==> src/las_pkg.sv <==
// Shared types and constants for the local alignment scorer.
// Used by las_cell, local_alignment_scorer_unit and the testbench; depends on nothing else.
`default_nettype none

package las_pkg;

    // parameter defaults
    localparam int MAX_QUERY_DEF  = 256;
    localparam int SCORE_BITS_DEF = 15;

    // fixed field widths
    localparam int SYM_BITS      = 8;
    localparam int COL_BITS      = 16;
    localparam int CFG_IDX_BITS  = 2;
    localparam int CFG_DATA_BITS = 7;

    // item kinds
    localparam logic KIND_QUERY = 1'b0;
    localparam logic KIND_REF   = 1'b1;

    // register indexes
    localparam logic [CFG_IDX_BITS-1:0] CFG_MATCH    = 2'd0;
    localparam logic [CFG_IDX_BITS-1:0] CFG_MISMATCH = 2'd1;
    localparam logic [CFG_IDX_BITS-1:0] CFG_GAP      = 2'd2;

    // register reset values
    localparam logic [5:0] MATCH_RESET    = 6'd2;
    localparam logic [6:0] MISMATCH_RESET = 7'h7F;
    localparam logic [6:0] GAP_RESET      = 7'h7F;

    typedef struct packed {
        logic [5:0]        match_score;
        logic signed [6:0] mismatch_score;
        logic signed [6:0] gap_score;
    } cfg_t;

    // control part of a token moving down the cell chain
    typedef struct packed {
        logic valid;
        logic kind;
        logic last;     // final reference symbol
        logic written;  // query symbol already stored by an upstream cell
    } tok_ctrl_t;

endpackage

`default_nettype wire

==> src/las_cell.sv <==
// One query row of the systolic scoring chain: holds the row's symbol,
// column score and best cell, and registers the token for the next row.
// Depends on las_pkg.
`default_nettype none

module las_cell #(
    parameter int ROW        = 0,
    parameter int SCORE_BITS = las_pkg::SCORE_BITS_DEF,
    parameter int ROW_BITS   = 9
) (
    input  wire                            clk,
    input  wire                            rst_n,
    input  wire                            enable,
    input  wire las_pkg::cfg_t             cfg,
    input  wire las_pkg::tok_ctrl_t        ctrl_in,
    input  wire [las_pkg::SYM_BITS-1:0]    sym_in,
    input  wire [las_pkg::COL_BITS-1:0]    col_in,
    input  wire [SCORE_BITS-1:0]           up_in,
    input  wire [SCORE_BITS-1:0]           acc_val_in,
    input  wire [ROW_BITS-1:0]             acc_row_in,
    input  wire [las_pkg::COL_BITS-1:0]    acc_col_in,
    output las_pkg::tok_ctrl_t             ctrl_out,
    output logic [las_pkg::SYM_BITS-1:0]   sym_out,
    output logic [las_pkg::COL_BITS-1:0]   col_out,
    output logic [SCORE_BITS-1:0]          up_out,
    output logic [SCORE_BITS-1:0]          acc_val_out,
    output logic [ROW_BITS-1:0]            acc_row_out,
    output logic [las_pkg::COL_BITS-1:0]   acc_col_out
);

    localparam int W = SCORE_BITS + 2;
    localparam logic [ROW_BITS-1:0]   MY_ROW = ROW_BITS'(ROW + 1);
    localparam logic signed [W-1:0]   SMAX   = {2'b00, {SCORE_BITS{1'b1}}};

    // row state
    logic                          valid_reg;
    logic [las_pkg::SYM_BITS-1:0]  qsym_reg;
    logic [SCORE_BITS-1:0]         score_reg;    // this row, previous column
    logic [SCORE_BITS-1:0]         diag_reg;     // row above, previous column
    logic [SCORE_BITS-1:0]         best_val_reg;
    logic [las_pkg::COL_BITS-1:0]  best_col_reg;

    // token stage
    las_pkg::tok_ctrl_t            ctrl_reg;
    las_pkg::tok_ctrl_t            ctrl_next;
    logic [las_pkg::SYM_BITS-1:0]  sym_reg;
    logic [las_pkg::COL_BITS-1:0]  col_reg;
    logic [SCORE_BITS-1:0]         up_reg;
    logic [SCORE_BITS-1:0]         acc_val_reg;
    logic [ROW_BITS-1:0]           acc_row_reg;
    logic [las_pkg::COL_BITS-1:0]  acc_col_reg;

    logic                          ref_hit;
    logic                          qry_take;
    logic signed [W-1:0]           sub_ext;
    logic signed [W-1:0]           gap_ext;
    logic signed [W-1:0]           diag_sum;
    logic signed [W-1:0]           left_sum;
    logic signed [W-1:0]           up_sum;
    logic signed [W-1:0]           cell_max;
    logic [SCORE_BITS-1:0]         cell_sat;
    logic                          best_upd;
    logic [SCORE_BITS-1:0]         cand_val;
    logic [las_pkg::COL_BITS-1:0]  cand_col;
    logic                          acc_take;

    assign ref_hit  = ctrl_in.valid && (ctrl_in.kind == las_pkg::KIND_REF);
    assign qry_take = ctrl_in.valid && (ctrl_in.kind == las_pkg::KIND_QUERY)
                      && !valid_reg && !ctrl_in.written;

    always_comb
    begin
        ctrl_next         = ctrl_in;
        ctrl_next.written = ctrl_in.written | qry_take;
    end

    always_comb
    begin
        sub_ext  = (qsym_reg == sym_in)
                   ? {{(W-6){1'b0}}, cfg.match_score}
                   : {{(W-7){cfg.mismatch_score[6]}}, cfg.mismatch_score};
        gap_ext  = {{(W-7){cfg.gap_score[6]}}, cfg.gap_score};
        diag_sum = $signed({2'b00, diag_reg}) + sub_ext;
        left_sum = $signed({2'b00, score_reg}) + gap_ext;
        up_sum   = $signed({2'b00, up_in}) + gap_ext;
        cell_max = diag_sum;
        if (left_sum > cell_max)
        begin
            cell_max = left_sum;
        end
        if (up_sum > cell_max)
        begin
            cell_max = up_sum;
        end
        if (cell_max[W-1])
        begin
            cell_sat = '0;
        end
        else if (cell_max > SMAX)
        begin
            cell_sat = {SCORE_BITS{1'b1}};
        end
        else
        begin
            cell_sat = cell_max[SCORE_BITS-1:0];
        end
    end

    // first highest cell of this row; strict compare keeps the earliest column
    assign best_upd = ref_hit && valid_reg && (cell_sat > best_val_reg);
    assign cand_val = best_upd ? cell_sat : best_val_reg;
    assign cand_col = best_upd ? col_in : best_col_reg;
    // rows above already folded in; ties stay with them
    assign acc_take = cand_val > acc_val_in;

    always_ff @(posedge clk or negedge rst_n)
    begin
        if (!rst_n)
        begin
            valid_reg    <= 1'b0;
            score_reg    <= '0;
            diag_reg     <= '0;
            best_val_reg <= '0;
            best_col_reg <= '0;
            ctrl_reg     <= '0;
        end
        else if (enable)
        begin
            ctrl_reg <= ctrl_next;
            if (ref_hit && ctrl_in.last)
            begin
                // alignment ends here once the final column has passed
                valid_reg    <= 1'b0;
                score_reg    <= '0;
                diag_reg     <= '0;
                best_val_reg <= '0;
                best_col_reg <= '0;
            end
            else if (ref_hit)
            begin
                diag_reg <= up_in;
                if (valid_reg)
                begin
                    score_reg <= cell_sat;
                end
                if (best_upd)
                begin
                    best_val_reg <= cell_sat;
                    best_col_reg <= col_in;
                end
            end
            else if (qry_take)
            begin
                valid_reg <= 1'b1;
            end
        end
    end

    always_ff @(posedge clk)
    begin
        if (enable)
        begin
            if (qry_take)
            begin
                qsym_reg <= sym_in;
            end
            sym_reg     <= sym_in;
            col_reg     <= col_in;
            up_reg      <= valid_reg ? cell_sat : '0;
            acc_val_reg <= acc_take ? cand_val : acc_val_in;
            acc_row_reg <= acc_take ? MY_ROW : acc_row_in;
            acc_col_reg <= acc_take ? cand_col : acc_col_in;
        end
    end

    assign ctrl_out    = ctrl_reg;
    assign sym_out     = sym_reg;
    assign col_out     = col_reg;
    assign up_out      = up_reg;
    assign acc_val_out = acc_val_reg;
    assign acc_row_out = acc_row_reg;
    assign acc_col_out = acc_col_reg;

endmodule

`default_nettype wire

==> config.mk <==
export PLATFORM = sky130hd
export DESIGN_NAME = las_cell
export DESIGN_NICKNAME = d
export VERILOG_FILES = /design/src/las_pkg.sv /design/src/las_cell.sv
export SDC_FILE = /design/constraint.sdc
export NUM_CORES = 1
export LEC_CHECK = 0
export CORE_MARGIN = 2
export CORE_UTILIZATION = 35
export CTS_CLUSTER_DIAMETER = 120
export DETAILED_ROUTE_END_ITERATION = 12
export DONT_BUFFER_PORTS = 1
export HOLD_SLACK_MARGIN = 0.15
export PLACE_DENSITY = 0.49
export SLEW_MARGIN = 10
export SYNTH_ARGS = -nofsm -noshare
export SYNTH_HDL_FRONTEND = slang
export SYNTH_SLANG_ARGS = --single-unit
==> constraint.sdc <==
create_clock -name clk -period 10.8 [get_ports clk]
set_clock_uncertainty 0.1 [all_clocks]
set_input_delay 1.62 -clock clk [delete_from_list [all_inputs] [get_ports clk]]
set_output_delay 1.62 -clock clk [all_outputs]
set_load 0.02 [all_outputs]
==> flow_metrics.tcl <==
set metrics [dict create \
    outcome "finished, violations left" \
    violations "negative setup slack" \
    detail_route.first_pass.iterations 5 \
    worstRegToRegCells 55 \
    initial_utilization 0.3551 \
    drt_wl_total_um 31290 \
    hold-path-cell-count 2 \
    max-vdd-ir-drop_uv 171.5 \
    core.rowCount 63 \
    layout_min_cycle_time_ps 11130 \
    final_layout_size_suffix_gt1_frac 0.3253 \
    reg2reg_slack_ps 400 \
    finalInstanceArea_sq_um 13950 \
    avgSynthCellArea_sq_um 9.568 \
    final.period_utilization 1.031 \
    num-fill-cells 2810 \
    cts-root-buf "clkbuf_16" \
    timing.critical_path.required_ps 10980 \
    post_synth_most_frequent_cells "nand2_1, ha_1, o21ai_0, edfxtp_1, inv_1" \
    wire_per_inst_um 18.68 \
    synthesis.nets 1308 \
    post_dp_cell_area_sq_um 12090 \
    number_of_antenna_repair_diodes 0 \
    placed_wire_length_estimate_after_detailed_placement_um 22830 \
    seq_area_frac_synth 0.4062 \
    dp_slack_ps -1605 \
    top_cell_type_by_total_area_after_synthesis "edfxtp_1" \
    leakage_nw 6.134 \
    io_buffer_count 0 \
    clk_pin_slew_ps 60 \
    reg2reg_from "qsym_reg[6]" \
    rsz_0062_raised_after_global_routing "true" \
    arrival_ps 11310 \
    cts_max_path_buffers 2 \
    nNetsFinal 1483 \
    syn-instance-count 1097 \
    grt_antenna_before_repair 0 \
    largest_net_degree_at_the_start_of_global_routing 88 \
    area_growth_pct 32.94 \
    synth-async-reset-ratio 0.4314 \
    detail_route.iter0.violations 661 \
    number_of_nets_with_antenna_violations_after_detailed_routing 0 \
    critical-path-slowest-cell "nor4_4" \
    most_frequently_used_cell_type_in_the_post_synthesis_netlist "nand2_1" \
    cts_tree "done" \
    via_count_of_the_first_global_routing_pass 8557 \
    cap_viol_max_count 0 \
    die_h_um 177.2 \
    timing.critical_path.to_type "register" \
    critPathLaunchType "input port" \
    hold_viol 0 \
    insertion_delay_ps 430 \
    synth-main-ff-cell "edfxtp_1" \
    cts_buffer_count 17 \
    hp-class "register to register" \
    syn-cell-area_sq_um 10500 \
    die_width_um 177.2 \
    worstHoldStart "score_reg[5]" \
    number_of_setup_violations_in_the_final_report 40 \
    critical-path-top-cell-by-count "buf_6" \
    routed-via-count 8706 \
    clock.fmax_mhz 89.83 \
    timing.critical_path.fanout_max 6 \
    all_layer_global_routing_usage 0.1974 \
    synthTopCellsByArea "edfxtp_1, dfrtp_1, ha_1" \
    hold_end "score_reg[5]" \
    cpPeakStageDelay_ps 380 \
    worstReg2RegEnd "acc_val_out[4]" \
    powerDensity_nw_per_um2 297.5 \
    worst_slack_ps -331.9 \
    clock-sinks 153 \
    final-max-slew-violation-count 0 \
    worst-setup-path-type "input port to register" \
    final_core_util 0.4720 \
    synth-warning-count 0 \
    grt_overflow 0 \
    post_synth_num_cell_types 75 \
    max_slew.worst_pin.slew_ps 993.1 \
    drt_via_density 5.198 \
    yosys_register_bits 153 \
    synth_top_cell_area_share 0.2489 \
    synth-edff-count 87 \
    die_area_sq_um 31390 \
    h_tree_depth 4 \
    detail_route.drc_violations 0 \
    gp_congestion 0.8803 \
    core_area_sq_um 29560 \
    boundary_pins 189 \
    worst_slew_margin_rel 0.3324 \
    grt_pass1_wl_um 48080 \
]
routing by layer:
layer | vias up | GRT usage | wire [um]
met5 | - | 0 | 0
met4 | 0 | 0.03753 | 296
met3 | 16 | 0.03973 | 1554
met2 | 172 | 0.3317 | 14960
met1 | 4176 | 0.2639 | 14480
li1 | 4342 | - | -
cells by family after synthesis:
| logic type | count (synthesis) | synth area share |
|---|---|---|
| simple gates | 305 | 0.1349 |
| buf+inv | 116 | 0.04446 |
| compound gates | 325 | 0.2001 |
| fa+ha+maj | 105 | 0.1273 |
| mux | 49 | 0.05018 |
| flops | 153 | 0.4062 |
| xor+xnor | 44 | 0.03671 |
cell type report:
| type | instances | area (sq um) | area share |
|---|---|---|---|
| clock inverter | 15 | 140.1 | 0.01004 |
| clock buffer | 17 | 425.4 | 0.03049 |
| tap | 390 | 488.0 | 0.03497 |
| inverter | 72 | 272.8 | 0.01955 |
| multi-input combinational | 830 | 6661 | 0.4774 |
| sequential | 153 | 4264 | 0.3056 |
| timing repair buffer | 198 | 1702 | 0.1220 |
where the power goes:
| part | leakage, nW | internal [W] | switching (W) |
|---|---|---|---|
| clock | 0.263 | 0.000322 | 0.000270 |
| sequential | 1.68 | 0.000736 | 0.000123 |
| combinational | 4.19 | 0.00133 | 0.00137 |
placed cells by master, fill, tap and decap left out, types with 7 or more instances in the layout:
cell type	n
nand2_2	7
nand4_1	18
nand2_4	13
clkbuf_16	18
ha_4	12
buf_6	18
a21oi_2	10
o21ai_1	51
dfrtp_1	66
xnor2_1	19
and2_4	9
buf_4	169
xor2_1	20
o22ai_4	7
edfxtp_1	87
o21ai_0	63
a21o_1	23
nor3_1	7
mux2_2	18
ha_1	89
mux2_4	11
nor2_1	59
a211oi_1	7
mux2i_1	20
a22oi_1	17
nand3_1	13
o21ai_2	27
a21oi_1	40
nand2_1	113
inv_1	66
nand2b_1	8
o21a_1	18
how the worst max path moves through the flow:
stage / start / end / cells past startpoint / slack, ps
after global placement: sym_in[6] / acc_val_out[5] / 52 / -1400
after floorplan: sym_in[2] / acc_val_out[13] / 55 / -620
final: sym_in[6] / acc_val_out[4] / 55 / -330
after detailed placement: sym_in[6] / acc_val_out[8] / 53 / -1600
after global routing: sym_in[6] / acc_val_out[2] / 53 / -770
after CTS: sym_in[4] / acc_val_out[8] / 55 / -220
worst max-delay path: cells and delay by family:
kind,cells,cell delay [ps]
AOI/OAI and AO/OA,21,3840
xor gates and xnor gates,2,400
adders and majority gates,6,1540
buffers and inverters,11,1400
muxes,2,620
and+or+nand+nor,13,1890
per-stage QoR:
step	cells	total power [W]	setup TNS, ps	hold slack, ps
global placement	1584	0.003050	-64530	375.7
floorplan	1097	0.002219	-22520	353.8
finish	1675	0.004151	-10320	403.7
global route	1675	0.004460	-27660	432.9
CTS	1659	0.003989	-7450	403.7
detailed placement	1584	0.003055	-75710	388.2
what timing repair did:
| item | in CTS | in global routing |
|---|---|---|
| hold buffers | 0 | 0 |
| pin swaps | 28 | 49 |
| setup endpoints to repair | 71 | 40 |
| resized for setup | 86 | 98 |
| cloned | 6 | 2 |
| setup buffers | 38 | 18 |
(Power assumes the default switching activity.)
